--- src/rtl/tbl_pkg.sv ---
// Shared types and constants of the token bucket limiter.
// Depends on nothing; used by tbl_serial_div and token_bucket_limiter.
`default_nettype none

package tbl_pkg;

  localparam int TIME_WIDTH  = 32;
  localparam int TOKEN_WIDTH = 16;

  localparam int CFG_WIDTH    = (TIME_WIDTH > TOKEN_WIDTH) ? TIME_WIDTH : TOKEN_WIDTH;
  localparam int CFG_IDX_W    = 2;
  localparam int ACT_W        = 2;
  localparam int STATUS_W     = 2;
  localparam int IN_DATA_W    = ((TOKEN_WIDTH + TIME_WIDTH + 7) / 8) * 8;
  localparam int IN_USER_W    = ACT_W;
  localparam int OUT_DATA_W   = ((TOKEN_WIDTH + 7) / 8) * 8;
  localparam int OUT_USER_W   = STATUS_W + 1;
  localparam int DIV_CNT_W    = $clog2(TIME_WIDTH + 1);
  localparam int QEXT_W       = TIME_WIDTH + TOKEN_WIDTH;

  localparam logic [TOKEN_WIDTH-1:0] CAPACITY_RST        = TOKEN_WIDTH'(16);
  localparam logic [TIME_WIDTH-1:0]  REFILL_INTERVAL_RST = TIME_WIDTH'(1000);
  localparam logic [TOKEN_WIDTH-1:0] REFILL_AMOUNT_RST   = TOKEN_WIDTH'(1);

  typedef enum logic [ACT_W-1:0] {
    ACT_ACQUIRE = 2'd0,
    ACT_QUERY   = 2'd1,
    ACT_RESTART = 2'd2
  } action_e;

  typedef enum logic [STATUS_W-1:0] {
    ST_OK   = 2'd0,
    ST_ZERO = 2'd1,
    ST_OVER = 2'd2
  } status_e;

  typedef enum logic [CFG_IDX_W-1:0] {
    CFG_CAPACITY        = 2'd0,
    CFG_REFILL_INTERVAL = 2'd1,
    CFG_REFILL_AMOUNT   = 2'd2
  } cfg_idx_e;

endpackage

`default_nettype wire

--- src/rtl/tbl_serial_div.sv ---
// Restoring divider of TIME_WIDTH-bit operands, one quotient bit per cycle.
// Depends on tbl_pkg for the time width and the step counter width.
`default_nettype none

module tbl_serial_div (
  input  wire logic                           clk_i,
  input  wire logic                           rst_ni,
  input  wire logic                           start_i,
  input  wire logic [tbl_pkg::TIME_WIDTH-1:0] dividend_i,
  input  wire logic [tbl_pkg::TIME_WIDTH-1:0] divisor_i,
  output      logic                           done_o,
  output      logic [tbl_pkg::TIME_WIDTH-1:0] quot_o,
  output      logic [tbl_pkg::TIME_WIDTH-1:0] rem_o
);

  logic                           busy_q, busy_d;
  logic                           done_q, done_d;
  logic [tbl_pkg::DIV_CNT_W-1:0]  cnt_q, cnt_d;
  logic [tbl_pkg::TIME_WIDTH-1:0] rem_q, rem_d;
  logic [tbl_pkg::TIME_WIDTH-1:0] quot_q, quot_d;
  logic [tbl_pkg::TIME_WIDTH-1:0] dvs_q, dvs_d;
  logic [tbl_pkg::TIME_WIDTH:0]   rem_shift;
  logic                           fits;

  assign rem_shift = {rem_q, quot_q[tbl_pkg::TIME_WIDTH-1]};
  assign fits      = rem_shift >= {1'b0, dvs_q};

  always_comb begin
    busy_d = busy_q;
    done_d = 1'b0;
    cnt_d  = cnt_q;
    rem_d  = rem_q;
    quot_d = quot_q;
    dvs_d  = dvs_q;
    if (start_i) begin
      busy_d = 1'b1;
      cnt_d  = tbl_pkg::DIV_CNT_W'(tbl_pkg::TIME_WIDTH);
      rem_d  = '0;
      quot_d = dividend_i;
      dvs_d  = divisor_i;
    end else if (busy_q) begin
      // Shift in the next dividend bit, subtract where the divisor fits
      rem_d  = fits ? tbl_pkg::TIME_WIDTH'(rem_shift - {1'b0, dvs_q})
                    : rem_shift[tbl_pkg::TIME_WIDTH-1:0];
      quot_d = {quot_q[tbl_pkg::TIME_WIDTH-2:0], fits};
      cnt_d  = cnt_q - tbl_pkg::DIV_CNT_W'(1);
      if (cnt_q == tbl_pkg::DIV_CNT_W'(1)) begin
        busy_d = 1'b0;
        done_d = 1'b1;
      end
    end
  end

  always_ff @(posedge clk_i or negedge rst_ni) begin
    if (!rst_ni) begin
      busy_q <= 1'b0;
      done_q <= 1'b0;
      cnt_q  <= '0;
    end else begin
      busy_q <= busy_d;
      done_q <= done_d;
      cnt_q  <= cnt_d;
    end
  end

  always_ff @(posedge clk_i) begin
    rem_q  <= rem_d;
    quot_q <= quot_d;
    dvs_q  <= dvs_d;
  end

  assign done_o = done_q;
  assign quot_o = quot_q;
  assign rem_o  = rem_q;

endmodule

`default_nettype wire

--- src/rtl/token_bucket_limiter.sv ---
// Token bucket rate limiter: top level with sequencer, bucket state and output register.
// Depends on tbl_pkg and tbl_serial_div.
//
// Channel   Dir  Handshake                  Contents
// s_axis    in   tvalid/tready              tuser: action; tdata: count, now_ms
// m_axis    out  tvalid/tready              tuser: status, allowed; tdata: token_level
// cfg       in   cfg_we_i (no wait)         cfg_idx_i selects register, cfg_data_i value
//
// An item that refills passes from acceptance through decode, the serial divider of elapsed
// time by the refill interval (one quotient bit per cycle), refill and grant to its result
// standing in the output register; the refill step is skipped when less than a whole
// interval has passed. Items that skip the divider (zero count, oversize count, restart,
// unused action, zero interval) go from decode to grant or straight to the output step.
// Reset leaves the bucket empty with refill time zero and the registers at their defaults.
// A new item is taken while the previous result still waits; a stalled output holds
// the sequencer only at its final step.
`default_nettype none

module token_bucket_limiter (
  input  wire logic                            clk_i,
  input  wire logic                            rst_ni,
  // input items
  input  wire logic                            s_axis_tvalid,
  output      logic                            s_axis_tready,
  input  wire logic [tbl_pkg::IN_DATA_W-1:0]   s_axis_tdata,  // count, now_ms
  input  wire logic [tbl_pkg::IN_USER_W-1:0]   s_axis_tuser,  // action
  // result items
  output      logic                            m_axis_tvalid,
  input  wire logic                            m_axis_tready,
  output      logic [tbl_pkg::OUT_DATA_W-1:0]  m_axis_tdata,  // token_level
  output      logic [tbl_pkg::OUT_USER_W-1:0]  m_axis_tuser,  // status, allowed
  // configuration writes
  input  wire logic                            cfg_we_i,
  input  wire logic [tbl_pkg::CFG_IDX_W-1:0]   cfg_idx_i,
  input  wire logic [tbl_pkg::CFG_WIDTH-1:0]   cfg_data_i
);

  localparam int TW = tbl_pkg::TIME_WIDTH;
  localparam int KW = tbl_pkg::TOKEN_WIDTH;

  typedef enum logic [5:0] {
    S_IDLE   = 6'b000001,
    S_DECODE = 6'b000010,
    S_DIV    = 6'b000100,
    S_REFILL = 6'b001000,
    S_GRANT  = 6'b010000,
    S_DONE   = 6'b100000
  } state_e;

  state_e           state_q, state_d;

  // configuration registers
  logic [KW-1:0]    cap_q, cap_d;
  logic [TW-1:0]    interval_q, interval_d;
  logic [KW-1:0]    amount_q, amount_d;

  // bucket state
  logic [KW-1:0]    token_q, token_d;
  logic [TW-1:0]    last_q, last_d;

  // item in flight
  tbl_pkg::action_e act_q, act_d;
  logic [KW-1:0]    count_q, count_d;
  logic [TW-1:0]    now_q, now_d;
  tbl_pkg::status_e status_q, status_d;
  logic             allowed_q, allowed_d;
  logic [2*KW-1:0]  prod_q, prod_d;
  logic             sat_q, sat_d;

  // output register
  logic             out_valid_q, out_valid_d;
  tbl_pkg::status_e out_status_q, out_status_d;
  logic             out_allowed_q, out_allowed_d;
  logic [KW-1:0]    out_level_q, out_level_d;

  logic                        in_accept;
  logic                        out_free;
  logic                        div_start;
  logic                        div_done;
  logic [TW-1:0]               div_quot;
  logic [TW-1:0]               div_rem;
  logic [TW-1:0]               elapsed;
  logic [tbl_pkg::QEXT_W-1:0]  quot_ext;
  logic [KW-1:0]               missing;

  assign s_axis_tready = (state_q == S_IDLE);
  assign in_accept     = s_axis_tvalid && s_axis_tready;
  assign out_free      = !out_valid_q || m_axis_tready;
  assign elapsed       = now_q - last_q;
  assign quot_ext      = tbl_pkg::QEXT_W'(div_quot);
  assign missing       = cap_q - token_q;

  tbl_serial_div u_div (
    .clk_i      (clk_i),
    .rst_ni     (rst_ni),
    .start_i    (div_start),
    .dividend_i (elapsed),
    .divisor_i  (interval_q),
    .done_o     (div_done),
    .quot_o     (div_quot),
    .rem_o      (div_rem)
  );

  always_comb begin
    state_d       = state_q;
    cap_d         = cap_q;
    interval_d    = interval_q;
    amount_d      = amount_q;
    token_d       = token_q;
    last_d        = last_q;
    act_d         = act_q;
    count_d       = count_q;
    now_d         = now_q;
    status_d      = status_q;
    allowed_d     = allowed_q;
    prod_d        = prod_q;
    sat_d         = sat_q;
    out_valid_d   = out_valid_q;
    out_status_d  = out_status_q;
    out_allowed_d = out_allowed_q;
    out_level_d   = out_level_q;
    div_start     = 1'b0;

    // clear the output once it has been taken
    if (m_axis_tready) begin
      out_valid_d = 1'b0;
    end

    if (cfg_we_i) begin
      case (tbl_pkg::cfg_idx_e'(cfg_idx_i))
        tbl_pkg::CFG_CAPACITY:        cap_d      = cfg_data_i[KW-1:0];
        tbl_pkg::CFG_REFILL_INTERVAL: interval_d = cfg_data_i[TW-1:0];
        tbl_pkg::CFG_REFILL_AMOUNT:   amount_d   = cfg_data_i[KW-1:0];
        default: ;
      endcase
    end

    case (state_q)
      S_IDLE: begin
        if (in_accept) begin
          act_d   = tbl_pkg::action_e'(s_axis_tuser[tbl_pkg::ACT_W-1:0]);
          count_d = s_axis_tdata[KW-1:0];
          now_d   = s_axis_tdata[KW+TW-1:KW];
          state_d = S_DECODE;
        end
      end
      S_DECODE: begin
        status_d  = tbl_pkg::ST_OK;
        allowed_d = 1'b0;
        state_d   = S_DONE;
        case (act_q)
          tbl_pkg::ACT_ACQUIRE: begin
            if (count_q == '0) begin
              status_d = tbl_pkg::ST_ZERO;
            end else if (count_q > cap_q) begin
              status_d = tbl_pkg::ST_OVER;
            end else if (interval_q == '0) begin
              state_d = S_GRANT;
            end else begin
              div_start = 1'b1;
              state_d   = S_DIV;
            end
          end
          tbl_pkg::ACT_QUERY: begin
            if (interval_q == '0) begin
              state_d = S_GRANT;
            end else begin
              div_start = 1'b1;
              state_d   = S_DIV;
            end
          end
          tbl_pkg::ACT_RESTART: begin
            token_d = cap_q;
            last_d  = now_q;
          end
          default: ;
        endcase
      end
      S_DIV: begin
        if (div_done) begin
          if (div_quot == '0) begin
            // less than one whole interval: nothing to refill
            state_d = S_GRANT;
          end else begin
            prod_d  = {{KW{1'b0}}, quot_ext[KW-1:0]} * {{KW{1'b0}}, amount_q};
            sat_d   = |quot_ext[tbl_pkg::QEXT_W-1:KW];
            // advance by whole intervals only: now minus the remainder
            last_d  = now_q - div_rem;
            state_d = S_REFILL;
          end
        end
      end
      S_REFILL: begin
        // a zero refill amount adds nothing however long the wait
        if (token_q >= cap_q) begin
          token_d = cap_q;
        end else if ((amount_q != '0) &&
                     (sat_q || (prod_q >= {{KW{1'b0}}, missing}))) begin
          token_d = cap_q;
        end else begin
          token_d = token_q + prod_q[KW-1:0];
        end
        state_d = S_GRANT;
      end
      S_GRANT: begin
        if ((act_q == tbl_pkg::ACT_ACQUIRE) && (token_q >= count_q)) begin
          token_d   = token_q - count_q;
          allowed_d = 1'b1;
        end
        state_d = S_DONE;
      end
      S_DONE: begin
        if (out_free) begin
          out_valid_d   = 1'b1;
          out_status_d  = status_q;
          out_allowed_d = allowed_q;
          out_level_d   = token_q;
          state_d       = S_IDLE;
        end
      end
      default: state_d = S_IDLE;
    endcase
  end

  always_ff @(posedge clk_i or negedge rst_ni) begin
    if (!rst_ni) begin
      state_q     <= S_IDLE;
      cap_q       <= tbl_pkg::CAPACITY_RST;
      interval_q  <= tbl_pkg::REFILL_INTERVAL_RST;
      amount_q    <= tbl_pkg::REFILL_AMOUNT_RST;
      token_q     <= '0;
      last_q      <= '0;
      out_valid_q <= 1'b0;
    end else begin
      state_q     <= state_d;
      cap_q       <= cap_d;
      interval_q  <= interval_d;
      amount_q    <= amount_d;
      token_q     <= token_d;
      last_q      <= last_d;
      out_valid_q <= out_valid_d;
    end
  end

  always_ff @(posedge clk_i) begin
    act_q         <= act_d;
    count_q       <= count_d;
    now_q         <= now_d;
    status_q      <= status_d;
    allowed_q     <= allowed_d;
    prod_q        <= prod_d;
    sat_q         <= sat_d;
    out_status_q  <= out_status_d;
    out_allowed_q <= out_allowed_d;
    out_level_q   <= out_level_d;
  end

  assign m_axis_tvalid = out_valid_q;
  assign m_axis_tdata  = tbl_pkg::OUT_DATA_W'(out_level_q);
  assign m_axis_tuser  = {out_allowed_q, out_status_q};

  // the divider only finishes while the sequencer waits for it
  a_div_done_in_div: assert property (@(posedge clk_i) disable iff (!rst_ni)
    div_done |-> (state_q == S_DIV))
    else $error("divider finished outside the divide step");

  // an accepted item always moves on to decode
  a_accept_to_decode: assert property (@(posedge clk_i) disable iff (!rst_ni)
    in_accept |=> (state_q == S_DECODE))
    else $error("accepted item did not reach decode");

  // a granted acquire always reports status ok
  a_grant_ok: assert property (@(posedge clk_i) disable iff (!rst_ni)
    (out_valid_q && out_allowed_q) |-> (out_status_q == tbl_pkg::ST_OK))
    else $error("grant reported with a nonzero status");

  // a result only appears from the final step
  a_result_from_done: assert property (@(posedge clk_i) disable iff (!rst_ni)
    $rose(out_valid_q) |-> ($past(state_q) == S_DONE))
    else $error("result loaded outside the final step");

endmodule

`default_nettype wire
--- config.mk ---
export PLATFORM = sky130hd
export DESIGN_NAME = token_bucket_limiter
export DESIGN_NICKNAME = d
export VERILOG_FILES = /design/src/rtl/tbl_pkg.sv /design/src/rtl/tbl_serial_div.sv /design/src/rtl/token_bucket_limiter.sv
export SDC_FILE = /design/constraint.sdc
export NUM_CORES = 1
export LEC_CHECK = 0
export ABC_AREA = 0
export BUFFER_PORTS_ARGS = -buffer_cell sky130_fd_sc_hd__buf_2
export CELL_PAD_IN_SITES_DETAIL_PLACEMENT = 0
export CELL_PAD_IN_SITES_GLOBAL_PLACEMENT = 2
export CORE_UTILIZATION = 44
export DETAILED_ROUTE_END_ITERATION = 10
export PLACE_DENSITY_LB_ADDON = 0.1
export SYNTH_ARGS = -nofsm -noshare
export SYNTH_HDL_FRONTEND = slang
export SYNTH_SLANG_ARGS = --single-unit
--- constraint.sdc ---
create_clock -name clk_i -period 13.92 [get_ports clk_i]
set_clock_uncertainty 0.2 [all_clocks]
set_input_delay 2.088 -clock clk_i [delete_from_list [all_inputs] [get_ports clk_i]]
set_output_delay 2.088 -clock clk_i [all_outputs]
set_load 0.01 [all_outputs]
After elaboration in Yosys (flattened, before gate mapping):

Cells that the tools add are included.

* flip-flop bits (word level): 328
* input port bits: 89
* output and inout bits: 21
* logic and storage cells: 125

* add/subtract/negate cells: 7
* multipliers: 1
* magnitude comparators: 5
* equal/unequal tests: 17
* muxes and demuxes: 41
* bitwise logic cells: 2
* reductions and logical operators: 28

Operator list (number)
* $mux W32: 6
* $sub A32 B32 Y32: 3
* $logic_not A32 Y1: 2
* $mux W16: 4
* $pmux W32 S2: 1
* $pmux W16 S3: 1
* $mux W6: 7
* $pmux W6 S6: 1
* $ge A33 B32 Y1: 1
* $ge A16 B16 Y1: 2
* $ge A32 B16 Y1: 1
* $mul A16 B16 Y32: 1
* $sub A16 B16 Y16: 2
* $add A16 B16 Y16: 1
* $gt A16 B16 Y1: 1
* $logic_not A16 Y1: 1
* $reduce_bool A16 Y1: 1
* $reduce_or A16 Y1: 1
* $mux W1: 15
* $eq A6 B1 Y1 const B: 2
* $pmux W6 S2: 1
* $reduce_and A2 Y1: 6
* $mux W5: 2
* $reduce_and A3 Y1: 3
* 21 further kinds: 35

Longest topological paths before layout:

Gate-level depths: netlist of the first run.

* depth after elaboration: 7
* mapped depth: 25
* gate-level depth less buffers: 24

Modules after synthesis:

A second synthesis of the first run with hierarchy kept.

* cell total of the unflattened synthesis: 3017
* area, all modules: 29131.7 um2

By module, submodules not included
* token_bucket_limiter: times used 1, cells each 2428, area each 23053.4 um2, sequential area each 6142.1 um2
* tbl_serial_div: times used 1, cells each 589, area each 6078.3 um2, sequential area each 2762.6 um2

Least setup slack after synthesis of the first run:

OpenSTA, ideal clock, no wires.

* path type: flip-flop to flip-flop
* from: reg amount_q[7]
* to: reg prod_q[31] (data pin)
* library setup time: 260 ps
* data arrival time: 6125 ps
* data required time: 13460 ps
* setup slack: 7335 ps
* stages on the path, launching flop included: 24
* buffers on the path: 2
* clock period less this slack: 6585 ps
* cell sequence: dfrtp_1 -> clkbuf_1 -> clkbuf_1 -> nand2_1 -> fa_1 -> inv_1 -> fa_1 -> inv_1 -> fa_1 -> inv_1 -> fa_1 -> fa_1 -> inv_1 -> fa_1 -> inv_1 -> ha_1 -> nand4_1 -> o31ai_1 -> a211oi_1 -> o41ai_1 -> a41oi_1 -> o21bai_1 -> a21oi_1 -> xnor2_1

* word-level cells in the longest chain between the ends: 1

Ends and longest elaborated chain
* start: declaration: line token_bucket_limiter.sv:55 `logic [KW-1:0] amount_q, amount_d;`
* start signal: assignment: line token_bucket_limiter.sv:230 `amount_q <= tbl_pkg::REFILL_AMOUNT_RST;`
* start signal: assignment: line token_bucket_limiter.sv:238 `amount_q <= amount_d;`
* $mul A16 B16 Y32: line token_bucket_limiter.sv:185 `prod_d = {{KW{1'b0}}, quot_ext[KW-1:0]} * {{KW{1'b0}}, amount_q};`
* end signal: assignment: line token_bucket_limiter.sv:251 `prod_q <= prod_d;`
* end: declaration: line token_bucket_limiter.sv:67 `logic [2*KW-1:0] prod_q, prod_d;`

Every way passes these cells.
A chain may end at the register's enable or synchronous reset.

Worst setup path in the final report of the first run:

* from: reg u_div.quot_q (netlist bit u_div.quot_o[12])
* to: reg prod_q[31] (data pin)

* word-level cells in the longest chain between the ends: 1

Ends and longest elaborated chain
* start: declaration: line tbl_serial_div.sv:20 `logic [tbl_pkg::TIME_WIDTH-1:0] quot_q, quot_d;`
* start signal: assignment: line tbl_serial_div.sv:68 `quot_q <= quot_d;`
* $mul A16 B16 Y32: line token_bucket_limiter.sv:185

Every way passes these cells.

==> out/qor.yml, run 1 <==
final_layout:
  synthToLayoutAreaGrowth_pct: 9.94
  final_core_util: 0.491
  nets: 3622
  drive_gt1_frac: 0.0917
  n_fill_cell: 5964
  antenna_cells: 0
drt:
  wl_met1_mm: 34.6
  post_drt_wl_per_cell_um: 19.9
  vias: 21400
  met2_length_mm: 38.2
  wl_met3_mm: 3.25
  dr.pass1.iters: 6
  top_layer: "met4"
  ant_nets: 0
  viasPerCell: 5.45
  routed_wl_mm: 78.2
  route.detailed.drc: 0
  drt_iter0_markers: 1200
run_status:
  status: "complete, no violations"
synthesis:
  seq_area_frac_synth: 0.315
  postSynthCellCount: 2984
  async_flop_share: 0.387
  avgSynthCellArea_um2: 9.46
  netlist-cell-type-count: 72
  synth_area_um2: 28200
  synth_edf_count: 169
  ys_warn_count: 0
  synth_nets: 3552
  ys_seq_elements: 328
  synth_top_flop_cell: "edfxtp_1"
clock_network:
  ctsResizeCount: 0
  h-tree-depth: 2
  post_cts_buffers: 0
  cts_tree: "done"
  cts.sinks: 328
  hold_buffers: 0
  cts_root_buffer: "clkbuf_16"
  worstSkewPairLatency_ns: 0.60
  path_clk_slew_ns: 0.07
  cts_buffers: 41
  cts_buffer_depth: 3
setup_path:
  reg2regPathDepth: 19
  startpoint_type: "flip-flop"
  reg2reg_to: "prod_q[31]$_DFFE_PP_"
  cp_common_cell: "fa_1"
  reg2reg_from: "u_div.quot_o[12]$_DFFE_PP_"
  r2r_slack_ns: 6.60
  critPathRequiredTime_ns: 14.05
  slowest_delay_ns: 0.83
  critPathKind: "reg2reg"
  cp.arrival_ns: 7.45
  path_cells: "nand2_1, fa_1, fa_1, fa_1, inv_1, fa_1, fa_1, inv_1, fa_1, inv_1, ha_1, nand4_1, o31ai_1, a211oi_1, o41ai_1, a41oi_1, o21bai_1, a21oi_1, xnor2_1"
  endpoint_kind: "flip-flop"
  cp_max_fo: 18
  slowest_stage: "edfxtp_1"
min_path:
  holdPathEnd: "out_status_q[1]$_DFFE_PP_"
  hold_class: "reg2reg"
  hp-start: "status_q[1]$_SDFFCE_PP0P_"
  hold_path_depth: 0
global_route:
  grt_overflow: 0
  grt_start_max_net_pins: 78
  antenna_found_initial: 1
  grt_pass1_wl_mm: 122
  grt_pass1_vias: 21700
  grt.total_usage: 0.244
sta:
  rsz0062_at_grt: "false"
  timing.final.hold_violations: 0
  clock.fmax_mhz: 137
  worst_slack_ns: 6.60
  min_period_ns: 7.32
  fin_crit_sh: 0.526
  maxSlewViolCount: 0
  fin_setup_tns_ns: 0
  relSlewSlack: 0.117
  setup_violations: 0
  tightestPinTransition_ns: 1.32
floorplanning:
  initial_core_util: 0.447
  die_w_um: 255
  fp.dieH_um: 255
  fp-row-count: 92
  core-area_um2: 63200
  io_pins: 110
  die-area_um2: 65200
placement:
  routabilityCongestion: 0.883
  post-place-ws_ns: 6.67
  portBuffers: 109
  dp_hpwl_mm: 61.0
run:
  max_cap_violations: 0
==> registers in the layout, indices dropped and copies added, names as in the netlist <==
name           flops
u_div.done_o       1
out_status_q       2
now_q             32
token_q           16
count_q           16
sat_q              1
u_div.dvs_q       32
last_q            32
allowed_q          1
state_q            6
u_div.rem_o       32
prod_q            32
status_q           2
u_div.cnt_q        6
m_axis_tvalid      1
interval_q        32
act_q              2
m_axis_tdata      16
u_div.busy_q       1
u_div.quot_o      32
cap_q             16
out_allowed_q      1
amount_q          16
==> cells by family (layout without fill, tap and decap cells) <==
kind of cell,after synthesis,in the layout,synth area share
fa+ha+maj,479,479,0.266
mux,54,54,0.0214
buf+inv,509,611,0.0681
compound gates,627,627,0.142
flops,328,328,0.315
xor+xnor,140,140,0.0434
simple gates,847,847,0.144
==> area by class of cell <==
class | count | area [µm²] | area share
repair buffers | 129 | 702 | 0.0226
well taps | 846 | 1060 | 0.0341
flip-flops and latches | 328 | 8910 | 0.287
clock inverters | 22 | 275 | 0.00887
multi-input cells | 2147 | 17400 | 0.562
inverters | 407 | 1530 | 0.0492
clock buffers | 53 | 1130 | 0.0365
==> per-layer routing <==
layer / GRT usage / vias up
li1: - / 10400
met5: 0 / -
met1: 0.316 / 10500
met4: 0.0743 / 0
met3: 0.0326 / 113
met2: 0.421 / 416
==> critical path: cells and delay by family, from the launching register on <==
| kind | cells | cell delay, ns |
|---|---|---|
| xor+xnor | 1 | 0.13 |
| compound gates | 6 | 1.99 |
| fa+ha+maj | 7 | 3.42 |
| flops | 1 | 0.83 |
| buf+inv | 3 | 0.16 |
| simple gates | 2 | 0.33 |
==> placed cells by master (no fill, tap or decap), types with 108 or more instances in the layout <==
master / count
inv_1: 405
nand2_1: 315
ha_1: 279
fa_1: 200
edfxtp_1: 169
a21oi_1: 160
nor2_1: 160
o21ai_0: 156
and2_1: 123
dfrtp_1: 117
buf_2: 108
==> cell usage after synthesis, drive strengths merged, types with 29 or more instances <==
cell    number  area, µm²
nor3        39        195
nand2      315       1180
edfxtp     169       5070
a21oi      162        815
mux2        50        563
dfrtp      118       2950
a211oi      35        263
xor2        59        517
o21ai      160        801
clkbuf      94        353
nor4        32        200
ha         279       3490
nand3       35        175
xnor2       81        709
nand4       29        181
a21o        67        503
inv        407       1530
nor2       160        601
fa         200       4000
and2       124        776
dfxtp       32        641
==> through the flow <==
stage	std cells	hold slack [ns]	instance area, µm²
final	3932	0.220	31000
after global placement	3857	0.208	29600
after floorplan	2984	0.200	28200
after CTS	3932	0.223	31000
after global routing	3932	0.225	31000
after detailed placement	3857	0.209	29600
==> worst max path at each step <==
stage                                     from                    to  slack, ns
finish              u_div.quot_o[12]$_DFFE_PP_  prod_q[31]$_DFFE_PP_       6.60
global route         u_div.quot_o[9]$_DFFE_PP_  prod_q[31]$_DFFE_PP_       6.30
CTS                  u_div.quot_o[7]$_DFFE_PP_  prod_q[31]$_DFFE_PP_       6.67
detailed placement   u_div.quot_o[7]$_DFFE_PP_  prod_q[31]$_DFFE_PP_       6.67
global placement     u_div.quot_o[7]$_DFFE_PP_  prod_q[31]$_DFFE_PP_       6.90
floorplan              amount_q[7]$_DFFE_PN0P_  prod_q[31]$_DFFE_PP_       7.34
Power of run 1 is not shown: default switching activity piles up to over one toggle a cycle in this logic, so the estimate is an artifact.
==> run 2: changes to the inputs <==
- CORE_UTILIZATION: 44 -> 41
- clock period: 13.92 -> 7.63 ns (I/O delays scaled with it)
==> out/qor.yml, run 2 (synthesis gave the netlist of run 1 again) <==
drt:
  vias: 21100  # was 21,400
  met2_length_mm: 37.8  # was 38.2 mm
  top_layer: "met4"  # unchanged
  ant_nets: 0  # unchanged
  post_drt_wl_per_cell_um: 19.8  # was 19.9 µm
  viasPerCell: 5.32  # was 5.45
  dr.pass1.iters: 5  # was 6
  drt_iter0_markers: 1245  # was 1,200
  wl_met1_mm: 36.3  # was 34.6 mm
  route.detailed.drc: 0  # unchanged
  wl_met3_mm: 3.01  # was 3.25 mm
  routed_wl_mm: 78.9  # was 78.2 mm
run_status:
  status: "complete, no violations"  # unchanged
final_layout:
  final_common_cell: "inv_1"  # unchanged
  final_cell_mix: "inv_1, nand2_1, ha_1"  # unchanged
  synthToLayoutAreaGrowth_pct: 10.5  # was 9.94%
  n_fill_cell: 6544  # was 5,964
  fin_area_um2: 31200  # was 31,000 µm²
  nets: 3638  # was 3,622
  drive_gt1_frac: 0.0947  # was 0.0917
  finalNonFillerCells: 3977  # was 3,932
  antenna_cells: 0  # unchanged
floorplanning:
  core-area_um2: 67600  # was 63,200 µm²
  io_pins: 110  # unchanged
  die-area_um2: 69900  # was 65,200 µm²
  fp-row-count: 95  # was 92
  die_w_um: 264  # was 255 µm
  initial_core_util: 0.417  # was 0.447
  fp.dieH_um: 264  # was 255 µm
setup_path:
  worst-path-buf-inv: 4  # was 3
  reg2reg_from: "u_div.quot_o[9]$_DFFE_PP_"  # was u_div.quot_o[12]$_DFFE_PP_
  slowest_stage: "edfxtp_1"  # unchanged
  reg2regPathDepth: 22  # was 19
  slowest_delay_ns: 0.73  # was 0.83 ns
  critPathRequiredTime_ns: 7.74  # was 14.05 ns
  cp_max_fo: 14  # was 18
  endpoint_kind: "flip-flop"  # unchanged
  crit_cells: 22  # was 19
  critPathKind: "reg2reg"  # unchanged
  r2r_slack_ns: 0.66  # was 6.60 ns
  cp_top_family: "adder cells"  # unchanged
  cp_common_cell: "fa_1"  # unchanged
  reg2reg_to: "prod_q[31]$_DFFE_PP_"  # unchanged
  cp.arrival_ns: 7.08  # was 7.45 ns
  path_cells: "nand2_1, fa_1, fa_1, fa_1, fa_1, inv_1, fa_1, inv_1, fa_1, inv_1, ha_1, a21oi_1, o21ai_0, a21oi_1, o31ai_1, buf_4, a211oi_1, o41ai_1, a41oi_1, o21bai_1, a21oi_1, xnor2_1"  # was nand2_1, fa_1, fa_1, fa_1, inv_1, fa_1, fa_1, inv_1, fa_1, inv_1, ha_1, nand4_1, o31ai_1, a211oi_1, o41ai_1, a41oi_1, o21bai_1, a21oi_1, xnor2_1
  startpoint_type: "flip-flop"  # unchanged
sta:
  relSlewSlack: 0.228  # was 0.117
  rsz0062_at_grt: "false"  # unchanged
  setup_violations: 0  # unchanged
  clock.fmax_mhz: 143  # was 137 MHz
  min_period_ns: 6.97  # was 7.32 ns
  tightestPinTransition_ns: 1.15  # was 1.32 ns
  fin_setup_tns_ns: 0  # unchanged
  fin_crit_sh: 0.914  # was 0.526
  timing.final.hold_violations: 0  # unchanged
  maxSlewViolCount: 0  # unchanged
run:
  max_cap_violations: 0  # unchanged
placement:
  routabilityCongestion: 0.887  # was 0.883
  dpl_cell_area_um2: 29800  # was 29,600 µm²
  dp_hpwl_mm: 62.2  # was 61.0 mm
  portBuffers: 109  # unchanged
  dpl.cell_count: 3899  # was 3,857
clock_network:
  cts_tree: "done"  # unchanged
  cts_root_buffer: "clkbuf_16"  # unchanged
  cts_buffer_depth: 3  # unchanged
  worstSkewPairLatency_ns: 0.60  # about the same
  post_cts_buffers: 0  # unchanged
  path_clk_slew_ns: 0.06  # was 0.07 ns
  ctsResizeCount: 0  # unchanged
  h-tree-depth: 2  # unchanged
  cts.sinks: 328  # unchanged
  cts_buffers: 42  # was 41
  hold_buffers: 0  # unchanged
global_route:
  grt_pass1_vias: 21500  # was 21,700
  grt_pass1_wl_mm: 124  # was 122 mm
  grt_start_max_net_pins: 76  # was 78
  grt_overflow: 0  # unchanged
  antenna_found_initial: 0  # was 1
  grt.total_usage: 0.229  # was 0.244
min_path:
  hold_class: "reg2reg"  # unchanged
  hp-start: "allowed_q$_DFFE_PP_"  # was status_q[1]$_SDFFCE_PP0P_
  hold_path_depth: 0  # unchanged
  holdPathEnd: "out_allowed_q$_DFFE_PP_"  # was out_status_q[1]$_DFFE_PP_
-- run 2: area by class of cell --
cell class / count / area [µm²] / share of cell area
clock inverter: 13 / 189 / 0.00606
clock buffer: 65 / 1220 / 0.0391
multi-input combinational: 2147 / 17400 / 0.559
timing repair buffer: 144 / 815 / 0.0261
inverter: 407 / 1530 / 0.0490
sequential: 328 / 8910 / 0.286
tap: 873 / 1090 / 0.0350
-- run 2: worst max-delay path by stage --
stage | from | endpoint
after floorplan | amount_q[7]$_DFFE_PN0P_ | prod_q[31]$_DFFE_PP_
after global placement | amount_q[2]$_DFFE_PN0P_ | prod_q[31]$_DFFE_PP_
after detailed placement | amount_q[2]$_DFFE_PN0P_ | prod_q[31]$_DFFE_PP_
after CTS | u_div.quot_o[5]$_DFFE_PP_ | prod_q[31]$_DFFE_PP_
after global routing | u_div.quot_o[4]$_DFFE_PP_ | prod_q[31]$_DFFE_PP_
final | u_div.quot_o[9]$_DFFE_PP_ | prod_q[31]$_DFFE_PP_
-- run 2: through the flow --
step	hold WS (ns)	worst slack, ns	util
2_1_floorplan	0.200	1.05	-
3_3_place_gp	0.209	0.775	0.440
6_report	0.226	0.659	0.461
4_1_cts	0.235	0.668	0.461
5_1_grt	0.240	0.210	0.461
3_5_place_dp	0.221	0.710	0.440
-- run 2: layer usage --
layer	vias to the layer above	track usage
met5	-	0
met4	0	0.0592
met3	106	0.0312
met2	360	0.386
met1	10300	0.308
li1	10400	-
Power of run 2 is left out for the same reason.
==> run 3: changes to the inputs <==
- BUFFER_PORTS_ARGS: -buffer_cell sky130_fd_sc_hd__buf_2 -> -buffer_cell sky130_fd_sc_hd__clkbuf_2
==> out/qor.yml, run 3 (synthesis gave the netlist of run 1 again) <==
run_status:
  status: "complete, no violations"  # unchanged
drt:
  drt_iter0_markers: 1316  # was 1,245
  viasPerCell: 5.33  # was 5.32
  routed_wl_mm: 78.2  # was 78.9 mm
  dr.pass1.iters: 5  # unchanged
  vias: 21200  # was 21,100
  post_drt_wl_per_cell_um: 19.7  # was 19.8 µm
  route.detailed.drc: 0  # unchanged
  ant_nets: 0  # unchanged
final_layout:
  n_fill_cell: 6513  # was 6,544
  nets: 3637  # was 3,638
  synthToLayoutAreaGrowth_pct: 10.3  # was 10.5%
  antenna_cells: 0  # unchanged
  final_common_cell: "inv_1"  # unchanged
  drive_gt1_frac: 0.0974  # was 0.0947
  final_cell_mix: "inv_1, nand2_1, ha_1"  # unchanged
setup_path:
  r2r_slack_ns: 0.59  # was 0.66 ns
  endpoint_kind: "flip-flop"  # unchanged
  startpoint_type: "flip-flop"  # unchanged
  cp.arrival_ns: 7.15  # was 7.08 ns
  critPathKind: "reg2reg"  # unchanged
  cp_max_fo: 18  # was 14
  reg2regPathDepth: 22  # unchanged
  critPathRequiredTime_ns: 7.74  # about the same
clock_network:
  cts_tree: "done"  # unchanged
  cts_root_buffer: "clkbuf_16"  # unchanged
  post_cts_buffers: 0  # unchanged
  cts_buffers: 41  # was 42
  hold_buffers: 0  # unchanged
  worstSkewPairLatency_ns: 0.59  # was 0.60 ns
  path_clk_slew_ns: 0.06  # about the same
  cts_buffer_depth: 3  # unchanged
  h-tree-depth: 2  # unchanged
  ctsResizeCount: 0  # unchanged
  cts.sinks: 328  # unchanged
floorplanning:
  core-area_um2: 67600  # unchanged
  initial_core_util: 0.417  # unchanged
  die_w_um: 264  # unchanged
  fp.dieH_um: 264  # unchanged
  io_pins: 110  # unchanged
  die-area_um2: 69900  # unchanged
  fp-row-count: 95  # unchanged
global_route:
  grt_pass1_vias: 21700  # was 21,500
  grt.total_usage: 0.227  # was 0.229
  grt_start_max_net_pins: 76  # unchanged
  antenna_found_initial: 0  # unchanged
  grt_pass1_wl_mm: 123  # was 124 mm
  grt_overflow: 0  # unchanged
placement:
  dp_hpwl_mm: 61.8  # was 62.2 mm
  routabilityCongestion: 0.877  # was 0.887
  post-place-ws_ns: 0.705  # was 0.710 ns
  portBuffers: 109  # unchanged
sta:
  min_period_ns: 7.04  # was 6.97 ns
  relSlewSlack: 0.252  # was 0.228
  rsz0062_at_grt: "false"  # unchanged
  worst_slack_ns: 0.591  # was 0.659 ns
  maxSlewViolCount: 0  # unchanged
  fin_crit_sh: 0.923  # was 0.914
  setup_violations: 0  # unchanged
  tightestPinTransition_ns: 1.12  # was 1.15 ns
  timing.final.hold_violations: 0  # unchanged
  clock.fmax_mhz: 142  # was 143 MHz
  fin_setup_tns_ns: 0  # unchanged
run:
  max_cap_violations: 0  # unchanged
min_path:
  hold_class: "reg2reg"  # unchanged
  hold_path_depth: 0  # unchanged
## run 3: cell type report
cell class              count  area, µm²  area share
inverters                 407       1530      0.0491
clock buffers              48       1070      0.0344
well taps                 873       1090      0.0351
repair buffers            144        815      0.0262
clock inverters            28        303     0.00972
flip-flops and latches    328       8910       0.286
multi-input cells        2147      17400       0.560
## run 3: worst paths after layout
path | from | to
worst min-delay path | status_q[1]$_SDFFCE_PP0P_ | out_status_q[1]$_DFFE_PP_
max in group asynchronous | rst_ni | u_div.busy_q$_DFF_PN0_
min in group asynchronous | rst_ni | interval_q[25]$_DFFE_PN0P_
worst min register to register | status_q[1]$_SDFFCE_PP0P_ | out_status_q[1]$_DFFE_PP_
worst max-delay path | u_div.quot_o[8]$_DFFE_PP_ | prod_q[31]$_DFFE_PP_
worst max register to register | u_div.quot_o[8]$_DFFE_PP_ | prod_q[31]$_DFFE_PP_
## run 3: through the flow
stage / cells / util / area (µm²) / hold WS, ns
after floorplan: 2984 / - / 28200 / 0.200
after global placement: 3899 / 0.440 / 29800 / 0.207
after detailed placement: 3899 / 0.440 / 29800 / 0.206
after CTS: 3975 / 0.461 / 31100 / 0.219
after global routing: 3975 / 0.461 / 31100 / 0.221
final: 3975 / 0.461 / 31100 / 0.217
## run 3: metal layers
metal	GRT usage	vias to the layer above	part of all wire
met3	0.0251	115	0.035
met5	0	-	0
li1	-	10400	-
met2	0.373	364	0.47
met1	0.311	10300	0.47
met4	0.0779	0	0.032
## run 3: worst max-delay path, stage by stage (launching register included)
cell and delay [ns]:
edfxtp_1 0.83, nand2_1 0.16, fa_1 0.52, fa_1 0.48, fa_1 0.52, fa_1 0.54, inv_1 0.05, fa_1 0.48
inv_1 0.05, fa_1 0.47, inv_1 0.04, ha_1 0.34, a21oi_1 0.09, o21ai_0 0.31, a21oi_1 0.11, o31ai_1 0.08
buf_4 0.19, a211oi_1 0.11, o41ai_1 0.56, a41oi_1 0.24, o21bai_1 0.17, a21oi_1 0.09, xnor2_1 0.13
Power of run 3 is left out for the same reason.
